**config.mk**
```make
export PLATFORM = sky130hd
export DESIGN_NAME = priority_inheritance_lock_manager_flat
export DESIGN_NICKNAME = d
export VERILOG_FILES = /design/src/design/pilm_pkg.sv /design/src/design/pilm_channels.sv /design/src/design/pilm_alu.sv /design/src/design/pilm_state.sv /design/src/design/priority_inheritance_lock_manager.sv /design/src/flat_wrapper.sv
export SDC_FILE = /design/constraint.sdc
export NUM_CORES = 1
export LEC_CHECK = 0
export ABC_CLOCK_PERIOD_IN_PS = 8100
export BUFFER_PORTS_ARGS = -buffer_cell sky130_fd_sc_hd__buf_2
export CORE_UTILIZATION = 28
export CTS_CLUSTER_DIAMETER = 80
export DETAILED_ROUTE_END_ITERATION = 16
export GPL_TIMING_DRIVEN = 0
export PLACE_DENSITY_LB_ADDON = 0.15
export SLEW_MARGIN = 20
export SYNTH_ARGS = -nofsm -noshare
export SYNTH_HDL_FRONTEND = slang
export SYNTH_SLANG_ARGS = --single-unit
```
**constraint.sdc**
```tcl
create_clock -name clock -period 8.1 [get_ports clock]
set_input_delay 2.43 -clock clock [delete_from_list [all_inputs] [get_ports clock]]
set_output_delay 2.43 -clock clock [all_outputs]
set_load 0.005 [all_outputs]
```
**src/design/pilm_pkg.sv**
```systemverilog
// Shared types, codes and helpers for the priority lock manager.
`default_nettype none

package pilm_pkg;

   localparam int TASK_SLOTS_DEF     = 8;
   localparam int RESOURCE_SLOTS_DEF = 8;
   localparam int PRIORITY_BITS_DEF  = 8;

   localparam int CSR_IDX_W  = 4;
   localparam int CSR_DATA_W = 64;

   localparam logic [CSR_IDX_W-1:0] CSR_MODE   = 4'd0;
   localparam logic [CSR_IDX_W-1:0] CSR_ACTIVE = 4'd1;
   localparam logic [CSR_IDX_W-1:0] CSR_BASE   = 4'd2;
   localparam logic [CSR_IDX_W-1:0] CSR_CEIL   = 4'd3;

   localparam logic [1:0] MODE_INHERIT = 2'd1;
   localparam logic [1:0] MODE_CEILING = 2'd2;

   localparam logic CMD_ACQUIRE = 1'b0;
   localparam logic CMD_RELEASE = 1'b1;

   typedef enum logic [1:0] {
      ST_ACQUIRED = 2'd0,
      ST_BLOCKED  = 2'd1,
      ST_RELEASED = 2'd2,
      ST_ERROR    = 2'd3
   } status_type;

   typedef enum logic [1:0] {
      ALU_MIN = 2'd0,
      ALU_INC = 2'd1,
      ALU_DEC = 2'd2,
      ALU_EQ  = 2'd3
   } alu_op_type;

   // write strobes from the sequencer into the tables
   typedef struct packed {
      logic owner_we;
      logic held_we;
      logic eff_we;
      logic blk_set;
      logic blk_clr;
      logic reload;
   } tbl_wr_type;

   // byte i of a packed priority word; slots past eight read as zero
   function automatic logic [7:0] packed_byte(input logic [63:0] words,
                                              input int unsigned idx);
      logic [63:0] sh;
      sh = '0;
      if (idx >= 8) begin
         return 8'd0;
      end
      sh = words >> (idx * 8);
      return sh[7:0];
   endfunction

endpackage

`default_nettype wire

```
**src/design/pilm_channels.sv**
```systemverilog
// Handshake channel interfaces: request, response and register write.
`default_nettype none

interface pilm_req_if;
   logic       valid;
   logic       ready;
   logic       cmd;
   logic [2:0] task_index;
   logic [2:0] resource_index;

   modport source (output valid, cmd, task_index, resource_index, input ready);
   modport sink   (input valid, cmd, task_index, resource_index, output ready);
endinterface

interface pilm_rsp_if;
   logic       valid;
   logic       ready;
   logic [1:0] status;
   logic [2:0] owner_task;
   logic [7:0] task_priority;
   logic [7:0] owner_priority;
   logic [7:0] woken_tasks;

   modport source (output valid, status, owner_task, task_priority, owner_priority,
                   woken_tasks, input ready);
   modport sink   (input valid, status, owner_task, task_priority, owner_priority,
                   woken_tasks, output ready);
endinterface

interface pilm_csr_if;
   logic        valid;
   logic        ready;
   logic [3:0]  index;
   logic [63:0] data;

   modport source (output valid, index, data, input ready);
   modport sink   (input valid, index, data, output ready);
endinterface

`default_nettype wire

```
**src/design/pilm_alu.sv**
```systemverilog
// Shared compare / count unit used by the grant, ceiling, block, release and wake-scan steps.
`default_nettype none

module pilm_alu #(
   parameter int W = 8
) (
   input  var pilm_pkg::alu_op_type op,
   input  wire logic [W-1:0]        a,
   input  wire logic [W-1:0]        b,
   output logic [W-1:0]             y,
   output logic                     flag
);

   always_comb begin
      y    = a;
      flag = 1'b0;
      case (op)
         pilm_pkg::ALU_MIN: begin
            // flag: a is less urgent than b, y is the more urgent one
            flag = a > b;
            y    = (a > b) ? b : a;
         end
         pilm_pkg::ALU_INC: begin
            y = a + W'(1);
         end
         pilm_pkg::ALU_DEC: begin
            y    = (a == '0) ? '0 : a - W'(1);
            flag = (a == '0) || (a == W'(1));
         end
         pilm_pkg::ALU_EQ: begin
            flag = a == b;
         end
         default: begin
            y    = a;
            flag = 1'b0;
         end
      endcase
   end

endmodule

`default_nettype wire

```
**src/design/pilm_state.sv**
```systemverilog
// Lock tables: resource holders, held counts, effective priorities, wait list.
`default_nettype none

module pilm_state #(
   parameter int TASK_SLOTS     = pilm_pkg::TASK_SLOTS_DEF,
   parameter int RESOURCE_SLOTS = pilm_pkg::RESOURCE_SLOTS_DEF,
   parameter int PRIORITY_BITS  = pilm_pkg::PRIORITY_BITS_DEF,
   localparam int TI_W  = $clog2(TASK_SLOTS),
   localparam int RI_W  = $clog2(RESOURCE_SLOTS),
   localparam int OW    = $clog2(TASK_SLOTS + 1),
   localparam int CNT_W = $clog2(RESOURCE_SLOTS + 1)
) (
   input  wire logic                     clock,
   input  wire logic                     reset,
   input  var pilm_pkg::tbl_wr_type      wr,
   input  wire logic [TI_W-1:0]          task_sel,
   input  wire logic [RI_W-1:0]          res_sel,
   input  wire logic [TI_W-1:0]          eff_addr,
   input  wire logic [TI_W-1:0]          scan_sel,
   input  wire logic [OW-1:0]            owner_wdata,
   input  wire logic [CNT_W-1:0]         held_wdata,
   input  wire logic [PRIORITY_BITS-1:0] eff_wdata,
   input  wire logic [PRIORITY_BITS-1:0] reload_prio [TASK_SLOTS],
   output logic [OW-1:0]                 owner_rd,
   output logic [CNT_W-1:0]              held_rd,
   output logic [PRIORITY_BITS-1:0]      eff_rd,
   output logic                          blk_rd,
   output logic [RI_W-1:0]               await_rd
);

   logic [OW-1:0]            owner_ff [RESOURCE_SLOTS];
   logic [OW-1:0]            owner_in [RESOURCE_SLOTS];
   logic [CNT_W-1:0]         held_ff  [TASK_SLOTS];
   logic [CNT_W-1:0]         held_in  [TASK_SLOTS];
   logic [PRIORITY_BITS-1:0] eff_ff   [TASK_SLOTS];
   logic [PRIORITY_BITS-1:0] eff_in   [TASK_SLOTS];
   logic [TASK_SLOTS-1:0]    blk_ff;
   logic [TASK_SLOTS-1:0]    blk_in;
   logic [RI_W-1:0]          await_ff [TASK_SLOTS];
   logic [RI_W-1:0]          await_in [TASK_SLOTS];

   always_comb begin
      owner_in = owner_ff;
      held_in  = held_ff;
      eff_in   = eff_ff;
      blk_in   = blk_ff;
      await_in = await_ff;
      if (wr.owner_we) begin
         owner_in[res_sel] = owner_wdata;
      end
      if (wr.held_we) begin
         held_in[task_sel] = held_wdata;
      end
      if (wr.reload) begin
         eff_in = reload_prio;
      end else if (wr.eff_we) begin
         eff_in[eff_addr] = eff_wdata;
      end
      if (wr.blk_set) begin
         blk_in[task_sel]   = 1'b1;
         await_in[task_sel] = res_sel;
      end
      if (wr.blk_clr) begin
         blk_in[scan_sel] = 1'b0;
      end
   end

   always_ff @(posedge clock) begin
      if (reset) begin
         for (int i = 0; i < RESOURCE_SLOTS; i++) begin
            owner_ff[i] <= OW'(TASK_SLOTS);
         end
         for (int i = 0; i < TASK_SLOTS; i++) begin
            held_ff[i] <= '0;
            eff_ff[i]  <= '0;
         end
         blk_ff <= '0;
      end else begin
         owner_ff <= owner_in;
         held_ff  <= held_in;
         eff_ff   <= eff_in;
         blk_ff   <= blk_in;
      end
   end

   // wait list entries are only read while their blocked bit is set
   always_ff @(posedge clock) begin
      await_ff <= await_in;
   end

   assign owner_rd = owner_ff[res_sel];
   assign held_rd  = held_ff[task_sel];
   assign eff_rd   = eff_ff[eff_addr];
   assign blk_rd   = blk_ff[scan_sel];
   assign await_rd = await_ff[scan_sel];

endmodule

`default_nettype wire

```
**src/design/priority_inheritance_lock_manager.sv**
```systemverilog
// Path of a request: an error goes from lookup to response, a blocked acquire via the
// block step, a granted acquire via the grant step (plus the ceiling step under the
// ceiling policy), a release via the free step and a wake scan of min(active_tasks,
// TASK_SLOTS) tasks, one task checked per cycle. One request at a time: the next
// word is taken the cycle after a result is loaded; a held response stalls that load only.
// Synchronous reset frees every resource, clears counts, waits and priorities.
`default_nettype none

module priority_inheritance_lock_manager #(
   parameter int TASK_SLOTS     = pilm_pkg::TASK_SLOTS_DEF,
   parameter int RESOURCE_SLOTS = pilm_pkg::RESOURCE_SLOTS_DEF,
   parameter int PRIORITY_BITS  = pilm_pkg::PRIORITY_BITS_DEF
) (
   input  wire logic  clock,
   input  wire logic  reset,
   pilm_req_if.sink   req_port,
   pilm_rsp_if.source rsp_port,
   pilm_csr_if.sink   csr_port
);

   localparam int TI_W  = $clog2(TASK_SLOTS);
   localparam int RI_W  = $clog2(RESOURCE_SLOTS);
   localparam int OW    = $clog2(TASK_SLOTS + 1);
   localparam int CNT_W = $clog2(RESOURCE_SLOTS + 1);
   localparam int PB    = PRIORITY_BITS;
   localparam int W1    = (PB > CNT_W) ? PB : CNT_W;
   localparam int ALU_W = (W1 > RI_W) ? W1 : RI_W;

   typedef enum logic [7:0] {
      S_IDLE   = 8'b0000_0001,
      S_LOOKUP = 8'b0000_0010,
      S_GRANT  = 8'b0000_0100,
      S_CEIL   = 8'b0000_1000,
      S_BLOCK  = 8'b0001_0000,
      S_FREE   = 8'b0010_0000,
      S_SCAN   = 8'b0100_0000,
      S_DONE   = 8'b1000_0000
   } state_type;

   state_type            state_ff, state_in;
   logic                 cmd_ff, cmd_in;
   logic [2:0]           task_ff, task_in;
   logic [2:0]           res_ff, res_in;
   logic [OW-1:0]        h_ff, h_in;
   pilm_pkg::status_type status_ff, status_in;
   logic [2:0]           owner_out_ff, owner_out_in;
   logic [PB-1:0]        tprio_ff, tprio_in;
   logic [PB-1:0]        oprio_ff, oprio_in;
   logic [7:0]           woken_ff, woken_in;
   logic [TI_W-1:0]      scan_ff, scan_in;

   logic [1:0]           mode_ff, mode_in;
   logic [3:0]           active_ff, active_in;
   logic [63:0]          base_ff, base_in;
   logic [63:0]          ceil_ff, ceil_in;

   logic                 rsp_valid_ff, rsp_valid_in;
   pilm_pkg::status_type rsp_status_ff, rsp_status_in;
   logic [2:0]           rsp_owner_ff, rsp_owner_in;
   logic [7:0]           rsp_tprio_ff, rsp_tprio_in;
   logic [7:0]           rsp_oprio_ff, rsp_oprio_in;
   logic [7:0]           rsp_woken_ff, rsp_woken_in;

   pilm_pkg::tbl_wr_type wr;
   logic [TI_W-1:0]      task_sel, res_task_unused, eff_addr;
   logic [RI_W-1:0]      res_sel;
   logic [OW-1:0]        owner_wdata;
   logic [CNT_W-1:0]     held_wdata;
   logic [PB-1:0]        eff_wdata;
   logic [PB-1:0]        reload_prio [TASK_SLOTS];
   logic [PB-1:0]        base_prio [TASK_SLOTS];
   logic [PB-1:0]        ceil_prio;
   logic [OW-1:0]        owner_rd;
   logic [CNT_W-1:0]     held_rd;
   logic [PB-1:0]        eff_rd;
   logic                 blk_rd;
   logic [RI_W-1:0]      await_rd;

   pilm_pkg::alu_op_type alu_op;
   logic [ALU_W-1:0]     alu_a, alu_b, alu_y;
   logic                 alu_flag;

   logic                 req_take, rsp_free, in_range, csr_take;
   logic [OW-1:0]        scan_lim;

   assign req_port.ready = (state_ff == S_IDLE);
   assign req_take       = req_port.valid && req_port.ready;
   assign csr_port.ready = 1'b1;
   assign csr_take       = csr_port.valid;
   assign rsp_free       = !rsp_valid_ff || rsp_port.ready;

   assign task_sel = TI_W'(task_ff);
   assign res_sel  = RI_W'(res_ff);
   assign in_range = (32'(task_ff) < TASK_SLOTS) && (32'(res_ff) < RESOURCE_SLOTS);
   assign scan_lim = (32'(active_ff) < TASK_SLOTS) ? OW'(active_ff) : OW'(TASK_SLOTS);
   assign eff_addr = (state_ff == S_BLOCK) ? TI_W'(h_ff) : task_sel;
   assign res_task_unused = '0;
   assign ceil_prio = PB'(pilm_pkg::packed_byte(ceil_ff, 32'(res_ff)));

   always_comb begin
      for (int i = 0; i < TASK_SLOTS; i++) begin
         base_prio[i]   = PB'(pilm_pkg::packed_byte(base_ff, i));
         reload_prio[i] = PB'(pilm_pkg::packed_byte(csr_port.data, i));
      end
   end

   // register writes
   always_comb begin
      mode_in   = mode_ff;
      active_in = active_ff;
      base_in   = base_ff;
      ceil_in   = ceil_ff;
      if (csr_take) begin
         case (csr_port.index)
            pilm_pkg::CSR_MODE:   mode_in   = csr_port.data[1:0];
            pilm_pkg::CSR_ACTIVE: active_in = csr_port.data[3:0];
            pilm_pkg::CSR_BASE:   base_in   = csr_port.data;
            pilm_pkg::CSR_CEIL:   ceil_in   = csr_port.data;
            default: begin
               mode_in = mode_ff;
            end
         endcase
      end
   end

   // sequencer
   always_comb begin
      state_in     = state_ff;
      cmd_in       = cmd_ff;
      task_in      = task_ff;
      res_in       = res_ff;
      h_in         = h_ff;
      status_in    = status_ff;
      owner_out_in = owner_out_ff;
      tprio_in     = tprio_ff;
      oprio_in     = oprio_ff;
      woken_in     = woken_ff;
      scan_in      = scan_ff;

      wr          = '0;
      wr.reload   = csr_take && (csr_port.index == pilm_pkg::CSR_BASE);
      owner_wdata = OW'(task_ff);
      held_wdata  = held_rd;
      eff_wdata   = PB'(alu_y);

      alu_op = pilm_pkg::ALU_EQ;
      alu_a  = ALU_W'(await_rd);
      alu_b  = ALU_W'(res_sel);

      rsp_valid_in  = rsp_valid_ff && !rsp_port.ready;
      rsp_status_in = rsp_status_ff;
      rsp_owner_in  = rsp_owner_ff;
      rsp_tprio_in  = rsp_tprio_ff;
      rsp_oprio_in  = rsp_oprio_ff;
      rsp_woken_in  = rsp_woken_ff;

      case (state_ff)
         S_IDLE: begin
            if (req_take) begin
               cmd_in       = req_port.cmd;
               task_in      = req_port.task_index;
               res_in       = req_port.resource_index;
               status_in    = pilm_pkg::ST_ERROR;
               owner_out_in = '0;
               tprio_in     = '0;
               oprio_in     = '0;
               woken_in     = '0;
               state_in     = S_LOOKUP;
            end
         end
         S_LOOKUP: begin
            if (!in_range) begin
               state_in = S_DONE;
            end else begin
               tprio_in = eff_rd;
               h_in     = owner_rd;
               if (cmd_ff == pilm_pkg::CMD_ACQUIRE) begin
                  state_in = (32'(owner_rd) >= TASK_SLOTS) ? S_GRANT : S_BLOCK;
               end else if (32'(owner_rd) == 32'(task_ff)) begin
                  state_in = S_FREE;
               end else begin
                  state_in = S_DONE;
               end
            end
         end
         S_GRANT: begin
            wr.owner_we = 1'b1;
            wr.held_we  = 1'b1;
            alu_op      = pilm_pkg::ALU_INC;
            alu_a       = ALU_W'(held_rd);
            held_wdata  = CNT_W'(alu_y);
            status_in   = pilm_pkg::ST_ACQUIRED;
            state_in    = (mode_ff == pilm_pkg::MODE_CEILING) ? S_CEIL : S_DONE;
         end
         S_CEIL: begin
            alu_op = pilm_pkg::ALU_MIN;
            alu_a  = ALU_W'(tprio_ff);
            alu_b  = ALU_W'(ceil_prio);
            if (alu_flag) begin
               wr.eff_we = 1'b1;
               tprio_in  = PB'(alu_y);
            end
            state_in = S_DONE;
         end
         S_BLOCK: begin
            // eff_addr points at the holder here
            wr.blk_set   = 1'b1;
            alu_op       = pilm_pkg::ALU_MIN;
            alu_a        = ALU_W'(eff_rd);
            alu_b        = ALU_W'(tprio_ff);
            status_in    = pilm_pkg::ST_BLOCKED;
            owner_out_in = 3'(h_ff);
            if (mode_ff == pilm_pkg::MODE_INHERIT) begin
               oprio_in  = PB'(alu_y);
               wr.eff_we = alu_flag;
            end else begin
               oprio_in = eff_rd;
            end
            state_in = S_DONE;
         end
         S_FREE: begin
            wr.owner_we = 1'b1;
            owner_wdata = OW'(TASK_SLOTS);
            wr.held_we  = 1'b1;
            alu_op      = pilm_pkg::ALU_DEC;
            alu_a       = ALU_W'(held_rd);
            held_wdata  = CNT_W'(alu_y);
            if (alu_flag) begin
               // last resource gone: back to base priority
               wr.eff_we = 1'b1;
               eff_wdata = base_prio[task_sel];
               tprio_in  = base_prio[task_sel];
            end
            status_in = pilm_pkg::ST_RELEASED;
            scan_in   = '0;
            state_in  = (scan_lim != '0) ? S_SCAN : S_DONE;
         end
         S_SCAN: begin
            if (blk_rd && alu_flag) begin
               wr.blk_clr = 1'b1;
               woken_in   = woken_ff | 8'(32'd1 << scan_ff);
            end
            if (32'(scan_ff) + 1 >= 32'(scan_lim)) begin
               state_in = S_DONE;
            end else begin
               scan_in = TI_W'(32'(scan_ff) + 1);
            end
         end
         S_DONE: begin
            if (rsp_free) begin
               rsp_valid_in  = 1'b1;
               rsp_status_in = status_ff;
               rsp_owner_in  = owner_out_ff;
               rsp_tprio_in  = 8'(tprio_ff);
               rsp_oprio_in  = 8'(oprio_ff);
               rsp_woken_in  = woken_ff;
               state_in      = S_IDLE;
            end
         end
         default: begin
            state_in = S_IDLE;
         end
      endcase
   end

   always_ff @(posedge clock) begin
      if (reset) begin
         state_ff     <= S_IDLE;
         rsp_valid_ff <= 1'b0;
         mode_ff      <= '0;
         active_ff    <= 4'd8;
         base_ff      <= '0;
         ceil_ff      <= '0;
      end else begin
         state_ff     <= state_in;
         rsp_valid_ff <= rsp_valid_in;
         mode_ff      <= mode_in;
         active_ff    <= active_in;
         base_ff      <= base_in;
         ceil_ff      <= ceil_in;
      end
   end

   always_ff @(posedge clock) begin
      cmd_ff        <= cmd_in;
      task_ff       <= task_in;
      res_ff        <= res_in;
      h_ff          <= h_in;
      status_ff     <= status_in;
      owner_out_ff  <= owner_out_in;
      tprio_ff      <= tprio_in;
      oprio_ff      <= oprio_in;
      woken_ff      <= woken_in;
      scan_ff       <= scan_in;
      rsp_status_ff <= rsp_status_in;
      rsp_owner_ff  <= rsp_owner_in;
      rsp_tprio_ff  <= rsp_tprio_in;
      rsp_oprio_ff  <= rsp_oprio_in;
      rsp_woken_ff  <= rsp_woken_in;
   end

   assign rsp_port.valid          = rsp_valid_ff;
   assign rsp_port.status         = rsp_status_ff;
   assign rsp_port.owner_task     = rsp_owner_ff;
   assign rsp_port.task_priority  = rsp_tprio_ff;
   assign rsp_port.owner_priority = rsp_oprio_ff;
   assign rsp_port.woken_tasks    = rsp_woken_ff;

   pilm_state #(
      .TASK_SLOTS     (TASK_SLOTS),
      .RESOURCE_SLOTS (RESOURCE_SLOTS),
      .PRIORITY_BITS  (PRIORITY_BITS)
   ) u_state (
      .clock       (clock),
      .reset       (reset),
      .wr          (wr),
      .task_sel    (task_sel),
      .res_sel     (res_sel),
      .eff_addr    (eff_addr),
      .scan_sel    (scan_ff | res_task_unused),
      .owner_wdata (owner_wdata),
      .held_wdata  (held_wdata),
      .eff_wdata   (eff_wdata),
      .reload_prio (reload_prio),
      .owner_rd    (owner_rd),
      .held_rd     (held_rd),
      .eff_rd      (eff_rd),
      .blk_rd      (blk_rd),
      .await_rd    (await_rd)
   );

   pilm_alu #(
      .W (ALU_W)
   ) u_alu (
      .op   (alu_op),
      .a    (alu_a),
      .b    (alu_b),
      .y    (alu_y),
      .flag (alu_flag)
   );

   a_take_lookup: assert property (@(posedge clock) disable iff (reset)
      req_take |=> state_ff == S_LOOKUP)
      else $error("accepted word did not start a lookup");

   a_scan_bound: assert property (@(posedge clock) disable iff (reset)
      state_ff == S_SCAN |-> 32'(scan_ff) < 32'(scan_lim))
      else $error("wake scan ran past the active task count");

   a_holder_valid: assert property (@(posedge clock) disable iff (reset)
      state_ff == S_BLOCK |-> 32'(h_ff) < TASK_SLOTS)
      else $error("blocked on a free resource");

   a_holder_count: assert property (@(posedge clock) disable iff (reset)
      state_ff == S_FREE |-> held_rd != '0)
      else $error("release by a task holding nothing");

   a_woken_release: assert property (@(posedge clock) disable iff (reset)
      rsp_port.valid && (rsp_port.status != pilm_pkg::ST_RELEASED)
         |-> rsp_port.woken_tasks == 8'd0)
      else $error("wake mask on a non-release response");

endmodule

`default_nettype wire

```
**src/flat_wrapper.sv**
```systemverilog
// flat-port wrapper written by rule: the top's interface ports become plain ports
module priority_inheritance_lock_manager_flat 
#(
   parameter int TASK_SLOTS     = pilm_pkg::TASK_SLOTS_DEF,
   parameter int RESOURCE_SLOTS = pilm_pkg::RESOURCE_SLOTS_DEF,
   parameter int PRIORITY_BITS  = pilm_pkg::PRIORITY_BITS_DEF
)
  (clock, reset, req_port_valid, req_port_cmd, req_port_task_index, req_port_resource_index, req_port_ready, rsp_port_valid, rsp_port_status, rsp_port_owner_task, rsp_port_task_priority, rsp_port_owner_priority, rsp_port_woken_tasks, rsp_port_ready, csr_port_valid, csr_port_index, csr_port_data, csr_port_ready);
  pilm_req_if req_port_i ();
  pilm_rsp_if rsp_port_i ();
  pilm_csr_if csr_port_i ();
  input  wire logic clock;
  input  wire logic reset;
  input wire logic [$bits(req_port_i.valid)-1:0] req_port_valid;
  input wire logic [$bits(req_port_i.cmd)-1:0] req_port_cmd;
  input wire logic [$bits(req_port_i.task_index)-1:0] req_port_task_index;
  input wire logic [$bits(req_port_i.resource_index)-1:0] req_port_resource_index;
  output wire logic [$bits(req_port_i.ready)-1:0] req_port_ready;
  output wire logic [$bits(rsp_port_i.valid)-1:0] rsp_port_valid;
  output wire logic [$bits(rsp_port_i.status)-1:0] rsp_port_status;
  output wire logic [$bits(rsp_port_i.owner_task)-1:0] rsp_port_owner_task;
  output wire logic [$bits(rsp_port_i.task_priority)-1:0] rsp_port_task_priority;
  output wire logic [$bits(rsp_port_i.owner_priority)-1:0] rsp_port_owner_priority;
  output wire logic [$bits(rsp_port_i.woken_tasks)-1:0] rsp_port_woken_tasks;
  input wire logic [$bits(rsp_port_i.ready)-1:0] rsp_port_ready;
  input wire logic [$bits(csr_port_i.valid)-1:0] csr_port_valid;
  input wire logic [$bits(csr_port_i.index)-1:0] csr_port_index;
  input wire logic [$bits(csr_port_i.data)-1:0] csr_port_data;
  output wire logic [$bits(csr_port_i.ready)-1:0] csr_port_ready;
  assign req_port_i.valid = req_port_valid;
  assign req_port_i.cmd = req_port_cmd;
  assign req_port_i.task_index = req_port_task_index;
  assign req_port_i.resource_index = req_port_resource_index;
  assign req_port_ready = req_port_i.ready;
  assign rsp_port_valid = rsp_port_i.valid;
  assign rsp_port_status = rsp_port_i.status;
  assign rsp_port_owner_task = rsp_port_i.owner_task;
  assign rsp_port_task_priority = rsp_port_i.task_priority;
  assign rsp_port_owner_priority = rsp_port_i.owner_priority;
  assign rsp_port_woken_tasks = rsp_port_i.woken_tasks;
  assign rsp_port_i.ready = rsp_port_ready;
  assign csr_port_i.valid = csr_port_valid;
  assign csr_port_i.index = csr_port_index;
  assign csr_port_i.data = csr_port_data;
  assign csr_port_ready = csr_port_i.ready;
  priority_inheritance_lock_manager #(.TASK_SLOTS(TASK_SLOTS), .RESOURCE_SLOTS(RESOURCE_SLOTS), .PRIORITY_BITS(PRIORITY_BITS)) u_core (.clock(clock), .reset(reset), .req_port(req_port_i), .rsp_port(rsp_port_i), .csr_port(csr_port_i));
endmodule
```
After elaboration in Yosys (flattened, before gate mapping)
Cells that the tools add are included.
Word-level totals
  bits in registers: 374
  bits in latches: 0
  bits in writable memories: 0
  bits in read-only memories: 0
  bits of input ports: 80
  output and inout port bits: 32
  memories: 0
Operators by class
  add/sub/neg operators: 3
  $mul: 0
  divide/modulo/power cells: 0
  magnitude comparators: 15
  eq/ne operators: 26
  shifts and indexed selects: 2
  muxes and demuxes: 82
  bitwise gates (word level): 8
  reductions and logical operators: 38
Operators by type and width (number)
  $mux 8: 23
  $mux 64: 2
  $bwmux 32: 2
  $bwmux 64: 1
  $shr 64x6->8: 1
  $pmux 8 s7: 1
  $bmux 8 s3: 2
  $pmux 8 s2: 3
  $pmux 8 s3: 2
  $mux 4: 9
  $ge 32x4->1: 1
  $pmux 8 s4: 1
  $bmux 4 s3: 2
  $bwmux 24: 1
  $demux 4 s3: 2
  $demux 8 s3: 1
  $ge 4x4->1 const B: 5
  $mux 3: 6
  $reduce_and 2->1: 9
  $eq 8x1->1 const B: 2
  $not 3->4: 4
  $or 8x8->8: 2
  $lt 4x1->1 const B: 3
  $pmux 3 s2: 2
  47 further kinds: 87

Depth between registers and ports, before layout
Gate-level depths: netlist of the first run.
  depth after elaboration: 15
  mapped depth: 20

Hierarchy
A second synthesis of the first run with hierarchy kept.
Second synthesis, totals
  cell total of the unflattened synthesis: 1881
  area, all modules: 18235.0 sq um
Modules (own cells, without submodules)
  priority_inheritance_lock_manager: times used 1, cells an instance 961, area each 9325.2 sq um, sequential area each 4994.8 sq um
  pilm_state: times used 1, cells an instance 782, area each 7993.9 sq um, sequential area each 3443.3 sq um
  pilm_alu: times used 1, cells an instance 138, area each 915.9 sq um, sequential area each 0.0 sq um

Worst setup path before layout of the first run
Ideal clock, no wire load.
  kind: input -> register
  start: in rsp_port_ready
  end: reg u_core.rsp_oprio_ff[0] (netlist: u_core.rsp_port.owner_priority[0]) (enable)
  arrival time: 3.883 ns
  slack: 3.799 ns
  stages: 2
  buffers on the path: 0
  path through: nand2b_1 -> nor2b_1
On the way
  longest elaborated chain between the ends: 2
RTL lines
  from (decl): line flat_wrapper.sv:25  | input wire logic [$bits(rsp_port_i.ready)-1:0] rsp_port_ready;
  $logic_or 1x1->1: line priority_inheritance_lock_manager.sv:90  | assign rsp_free = !rsp_valid_ff || rsp_port.ready;
  $reduce_and 2->1 (no source line)
  to (signal assigned): line priority_inheritance_lock_manager.sv:298  | rsp_oprio_ff <= rsp_oprio_in;
  to (decl): line priority_inheritance_lock_manager.sv:61  | logic [7:0] rsp_oprio_ff, rsp_oprio_in;
Every way passes these cells.
A chain may end at the register's enable or synchronous reset.

Worst setup path in the final report of the first run
  start: reg u_core.res_ff[0]
  end: reg u_core.oprio_ff[0] (data pin)
On the way
  longest elaborated chain between the ends: 7
RTL lines
  from (decl): line priority_inheritance_lock_manager.sv:43  | logic [2:0] res_ff, res_in;
  from (signal assigned): line priority_inheritance_lock_manager.sv:287  | res_ff <= res_in;
  $shr 64x6->8: line pilm_pkg.sv:56  | sh = words >> (idx * 8);
  $pmux 8 s2 *: line priority_inheritance_lock_manager.sv:157  | case (state_ff)
  $gt 8x8->1: line pilm_alu.sv:21  | y = (a > b) ? b : a;
  $mux 8 *: line pilm_alu.sv:21
  $pmux 8 s3 *: line pilm_alu.sv:17  | case (op)
  $mux 8 *: line priority_inheritance_lock_manager.sv:213  | if (mode_ff == pilm_pkg::MODE_INHERIT) begin
  $pmux 8 s2 *: line priority_inheritance_lock_manager.sv:157
  to (signal assigned): line priority_inheritance_lock_manager.sv:292  | oprio_ff <= oprio_in;
  to (decl): line priority_inheritance_lock_manager.sv:48  | logic [PB-1:0] oprio_ff, oprio_in;
Every way passes the cells marked *; elsewhere a longest branch is shown, timed or not.

==> flow_summary_export.csv, run 1 <==
group,metric,value,unit
floorplan,dieHeight,255,µm
placement,place_inst,2949,
grt,grt_pass1_vias,16000,
sta,slew-limit-headroom,28.6,%
routing,wl_per_cell,27.0,µm
run_status,status,"finished clean",
routing,first_iter_violations,1947,
routing,ant_nets,0,
logic_synthesis,synth_edf_count,95,
sta,rsz0062_at_grt,"no",
critical_path,worst-endpoint-required,8420,ps
cts,clk_latency,610,ps
cells_and_area,utilization,33.3,%
placement,port_buffers,108,
logic_synthesis,synth_cell_types,90,
floorplan,num_rows,92,
floorplan,die-area,0.0648,mm²
cts,postCtsSetupBuffers,0,
critical_path,cpPeakStageDelay,880,ps
logic_synthesis,yosysSeqAreaShare,47.2,%
cts,cts_resized,0,
logic_synthesis,synth-async-reset-ratio,0,%
critical_path,crit_type,"flop to flop",
critical_path,end_kind,"flop",
sta,fin_crit_sh,86.0,%
logic_synthesis,synth.most_common_cell,"nand2_1",
cells_and_area,drive_above_1_share,12.6,%
power,leakage,7.39,nW
logic_synthesis,synthesis.nets,2092,
cts,cts_sinks,374,
critical_path,worstPathMaxFanout,11,
cells_and_area,diodes,0,
critical_path,slowest_stage,"a211oi_2",
logic_synthesis,synthFlopType,"dfxtp_1",
floorplan,coreArea,0.0631,mm²
critical_path,critPathArrivalTime,7290,ps
placement,dp_hpwl,64000,µm
floorplan,die_w,255,µm
logic_synthesis,syn_area,0.0179,mm²
sta,period_needed,6970,ps
sta,tightest_slew,1070,ps
logic_synthesis,synth_top_area_cell,"dfxtp_1",
cts,cts_buffers,47,
floorplan,pin_count,112,
routing,viasPerCell,5.63,
placement,place.gp.congestion,0.978,
routing,drtPass1Iterations,6,
sta,clock_skew,25.9,ps
routing,drc_errors,0,
logic_synthesis,synthCells,1992,
logic_synthesis,yosysWarningCount,0,
sta,hold_viol_final,0,
grt,grtUsageTotal,25.0,%
routing,via_count,17000,
floorplan,start_util,28.3,%
routing,wirelength,81700,µm
cts,clk_path_buf_depth,3,
cts,htreeDepth,2,
logic_synthesis,synth_area_leaders,"dfxtp_1, edfxtp_1, nand2_1",
grt,grt_pass1_wl,115000,µm
cells_and_area,fin_cells,3029,
cts,clk_pin_slew,60,ps
grt,antenna_found_initial,1,
sta,tns,0,ps
cells_and_area,area_delta_synth_final,17.6,%
logic_synthesis,synth_common_cells,"nand2_1, dfxtp_1, a21oi_1",
power,p_per_area,208,mW/mm²
cts,cts_tree,"yes",
logic_synthesis,yosysTopAreaCellShare,31.3,%
sta,slew_violations,0,
logic_synthesis,ys_ff_latch,374,
critical_path,cp-start-kind,"flop",
run,max-cap-violations,0,
cells_and_area,fin_nets,2252,
hold_path,hold_path.class,"flop to flop",
logic_synthesis,synth_area_per_cell,8.97,µm²
critical_path,path_cells,"clkbuf_1 -> and3_1 -> buf_1 -> a22o_1 -> a221oi_1 -> a31oi_1 -> a21oi_1 -> ha_1 -> a21o_1 -> a21oi_1 -> o21ai_0 -> nand3b_1 -> o21ai_0 -> nor2_1 -> nand2_1 -> a211oi_2 -> mux2_2 -> nor2_1",
sta,setup_viol,0,
grt,grt_overflow,0,
cts,root_buffer,"clkbuf_16",
power,ir_drop,0.000157,V
cts,cts_hold_buf,0,
sta,max_freq,0.144,GHz
sta,hold_slack,419,ps
grt,grt_start_max_net_pins,22,
## critical path, delay by kind of cell (launching register included)
kind	cells	cell delay, ps
AOI/OAI and AO/OA	9	2720
and+or+nand+nor	5	1350
buffers and inverters	2	1220
DFF	1	700
adders and majority gates	1	370
muxes	1	330
## metal layers
metal / wire length (µm) / GRT usage (%) / vias up / share of wire [%]
li1: - / - / 7628 / -
met4: 4480 / 12.4 / 0 / 5.5
met3: 6180 / 4.33 / 202 / 7.6
met2: 36000 / 38.7 / 886 / 44
met5: 0 / 0 / - / 0
met1: 35100 / 33.4 / 8333 / 43
## logic make-up (layout without fill, tap and decap cells)
group,Yosys count,in the layout,synth area share [%]
DFF,374,374,47.2
AOI/OAI and AO/OA,541,541,19.9
muxes,109,109,7.93
and+or+nand+nor,776,776,19.6
other,1,1,0.0210
adders and majority gates,20,20,1.40
buffers and inverters,167,358,3.75
xor gates and xnor gates,4,4,0.196
## power breakdown
| group | switching, mW | total (mW) | internal [mW] |
|---|---|---|---|
| registers | 0.0350 | 1.99 | 1.95 |
| clock network | 0.867 | 2.05 | 1.18 |
| logic | 0.257 | 0.345 | 0.0879 |
| total | 1.16 | 4.38 | 3.22 |
## cell type report
type | instances | area (µm²)
clock buffers | 63 | 1290
repair buffers | 111 | 586
inverters | 31 | 116
flip-flops and latches | 374 | 8440
plain buffers | 136 | 553
fillers | 6730 | 42100
well taps | 846 | 1060
clock inverters | 17 | 190
multi-input cells | 1451 | 8790
## path summary, 6_finish.rpt
| check | startpoint | slack (ps) | end | cells past startpoint |
|---|---|---|---|---|
| hold reg to reg | u_core.oprio_ff[1] | 420 | u_core.rsp_port.owner_priority[1] | 0 |
| setup reg to reg | u_core.res_ff[0] | 1130 | u_core.oprio_ff[0] | 18 |
| setup / recovery | u_core.res_ff[0] | 1130 | u_core.oprio_ff[0] | 18 |
| hold / removal | u_core.oprio_ff[1] | 420 | u_core.rsp_port.owner_priority[1] | 0 |
## cell usage in the layout (no fill, tap or decap), types with 20 or more instances in the layout
cell type / n
clkbuf_16: 47
mux2i_1: 65
a21oi_1: 194
nor3_1: 49
mux2_2: 20
a22oi_1: 43
ha_1: 20
nor2_1: 168
dfxtp_1: 279
buf_2: 124
mux4_2: 24
clkbuf_1: 104
o22ai_1: 33
buf_1: 22
nand3_1: 50
nand2_1: 376
inv_1: 30
o21ai_0: 56
a31oi_1: 24
edfxtp_1: 95
## sequential cells by signal, indices dropped and copies added, names as in the netlist, 4 cells and up
signal / count
u_core.active_ff: 4
u_core.oprio_ff: 8
u_core.woken_ff: 8
u_core.rsp_port.task_priority: 8
u_core.u_state.owner_ff: 32
u_core.rsp_port.owner_priority: 8
u_core.u_state.await_ff: 24
u_core.base_ff: 64
u_core.rsp_port.woken_tasks: 8
u_core.u_state.held_ff: 32
u_core.ceil_ff: 64
u_core.u_state.blk_ff: 8
u_core.state_ff: 8
u_core.tprio_ff: 8
u_core.u_state.eff_ff: 64
## metrics by stage
| stage | power (mW) | setup slack (ps) | cell area, µm² |
|---|---|---|---|
| after floorplan | 2.18 | 3800 | 17900 |
| after global placement | 2.36 | 1020 | 19500 |
| after detailed placement | 2.36 | 1270 | 19500 |
| after CTS | 4.41 | 1230 | 21000 |
| after global routing | 4.50 | 747 | 21000 |
| final | 4.38 | 1130 | 21000 |
(Power assumes the default switching activity.)
==> inputs of run 2 (changes only) <==
PLACE_DENSITY = 0.53   (was not set)
PLACE_DENSITY_LB_ADDON = not set   (was 0.15)
SLEW_MARGIN = not set   (was 20)
==> run 2 against run 1 <==
  * Global-route usage is 0.34 points lower
  * Sequential share of layout area is 0.13 points lower
  * First-iteration DRC count is 3.0% lower
  * Hold slack worse by 3.2 ps
  * Clock skew is 10 ps higher
  * Via count is 0.92% lower
  * Clock power is 6% higher
  * Register-to-register slack worse by 150 ps
  * Cell area is 0.33% higher
  * Final cell count hardly changed
  * Routed wire length is 0.70% lower
  * Critical path type unchanged
==> flow_summary_export.csv, run 2 (synthesis gave the netlist of run 1 again) <==
group,metric,value,unit
critical_path,slowest_stage,"a31oi_1",
placement,dp_hpwl,63300,µm
critical_path,cp-start-kind,"flop",
cells_and_area,fin_nets,2249,
power,leakage,7.41,nW
routing,wl_per_cell,26.8,µm
routing,ant_nets,0,
placement,place.gp.congestion,0.999,
cts,cts_tree,"yes",
grt,antenna_found_initial,1,
floorplan,dieHeight,255,µm
floorplan,start_util,28.3,%
sta,tightest_slew,1270,ps
power,p_per_area,214,mW/mm²
routing,wirelength,81200,µm
cells_and_area,fin_cells,3032,
cts,root_buffer,"clkbuf_16",
run,max-cap-violations,0,
critical_path,critPathArrivalTime,7330,ps
placement,place_inst,2948,
floorplan,pin_count,112,
sta,slew-limit-headroom,14.8,%
grt,grt_overflow,0,
cells_and_area,most-common-layout-cells,"nand2_1, dfxtp_1, a21oi_1, nor2_1, buf_2",
cts,cts_buffers,45,
critical_path,worst-endpoint-required,8310,ps
cts,clk_pin_slew,60,ps
sta,setup_viol,0,
hold_path,min_from,"u_core.oprio_ff[3]",
cts,clk_latency,620,ps
floorplan,die-area,0.0648,mm²
cts,postCtsSetupBuffers,0,
grt,grt_start_max_net_pins,22,
routing,via_count,16900,
sta,period_needed,7110,ps
grt,grt_pass1_wl,114000,µm
routing,first_iter_violations,1888,
critical_path,cpPeakStageDelay,940,ps
critical_path,timing.rr.end,"u_core.tprio_ff[0]",
grt,grt_pass1_vias,15800,
run_status,status,"finished clean",
grt,grtUsageTotal,24.6,%
cts,cts_resized,0,
critical_path,critical_path.top_delay_family,"compound AO/OA/AOI/OAI gates",
cells_and_area,utilization,33.4,%
sta,tns,0,ps
routing,drc_errors,0,
cells_and_area,area_delta_synth_final,18.0,%
power,ir_drop,0.000129,V
routing,viasPerCell,5.57,
sta,slew_violations,0,
floorplan,num_rows,92,
hold_path,holdPathStages,0,
placement,port_buffers,108,
hold_path,holdPathEnd,"u_core.rsp_port.owner_priority[3]",
cells_and_area,final_common_cell,"nand2_1",
cts,cts_hold_buf,0,
critical_path,r2r_cells,18,
sta,clock_skew,35.9,ps
cells_and_area,reg.largest.list,"u_core.base_ff (64), u_core.ceil_ff (64), u_core.u_state.eff_ff (64)",
sta,fin_crit_sh,87.8,%
sta,max_freq,0.141,GHz
critical_path,end_kind,"flop",
critical_path,worstPathMaxFanout,11,
routing,drtPass1Iterations,6,
cts,clk_path_buf_depth,3,
critical_path,path_cells,"clkbuf_1 -> and3_1 -> buf_1 -> a22o_1 -> a221oi_1 -> a31oi_1 -> a21oi_1 -> ha_1 -> a21o_1 -> a21oi_1 -> o21ai_0 -> nand3b_1 -> o21ai_0 -> nor2_1 -> nand3_1 -> and2_1 -> nand2b_1 -> a31oi_1",
sta,hold_viol_final,0,
cells_and_area,drive_above_1_share,12.9,%
critical_path,r2r-start,"u_core.res_ff[0]",
cts,cts_sinks,374,
critical_path,rrSetupSlack,990,ps
floorplan,die_w,255,µm
floorplan,coreArea,0.0631,mm²
critical_path,crit_type,"flop to flop",
critical_path,path_buf_inv,2,
cts,htreeDepth,2,
hold_path,hold_path.class,"flop to flop",
sta,rsz0062_at_grt,"no",
==> run 2: worst max-delay path by stage <==
stage / slack [ps] / cells after the start / end / startpoint
final: 990 / 18 / u_core.tprio_ff[0] / u_core.res_ff[0]
after CTS: 1220 / 18 / u_core.tprio_ff[6] / u_core.res_ff[0]
after global placement: 1200 / 18 / u_core.tprio_ff[5] / u_core.res_ff[0]
after detailed placement: 1230 / 18 / u_core.tprio_ff[5] / u_core.res_ff[0]
after global routing: 740 / 18 / u_core.tprio_ff[0] / u_core.res_ff[1]
after floorplan: 3800 / 2 / u_core.rsp_port.owner_priority[0] / rsp_port_ready
==> run 2: worst register-to-register path, delay by kind of cell (launching register included) <==
kind,cells,cell delay [ps]
buf+inv,2,1140
simple gates,6,1760
fa+ha+maj,1,370
flops,1,750
compound gates,9,2720
==> run 2: routing by layer <==
| layer | track usage [%] | vias up | part of all wire (%) |
|---|---|---|---|
| li1 | - | 7612 | - |
| met1 | 31.9 | 8259 | 42 |
| met2 | 38.5 | 839 | 44 |
| met3 | 5.91 | 183 | 8.8 |
| met4 | 11.7 | 0 | 5.0 |
| met5 | 0 | - | 0 |
==> run 2: cell type report <==
class	instances	area [µm²]
Fill cell	6677	42000
Multi-Input combinational cell	1451	8770
Sequential cell	374	8440
Clock buffer	59	1260
Tap cell	846	1060
Timing Repair Buffer	110	561
Buffer	136	553
Clock inverter	23	332
Inverter	31	116
Antenna cell	2	5.00
==> run 2: power breakdown <==
part	internal [mW]	leakage (nW)	switching, mW
sequential	1.95	3.13	0.0351
combinational	0.0870	3.52	0.256
clock	1.27	0.767	0.908
total	3.31	7.41	1.20
==> run 2: stage by stage <==
step	hold WS (ps)	instance area [µm²]	power (mW)	setup WS, ps
after floorplan	400	17900	2.18	3800
after global placement	408	19500	2.36	1200
after detailed placement	406	19500	2.36	1230
after CTS	420	21100	4.52	1220
after global routing	430	21100	4.62	736
final	416	21100	4.51	987
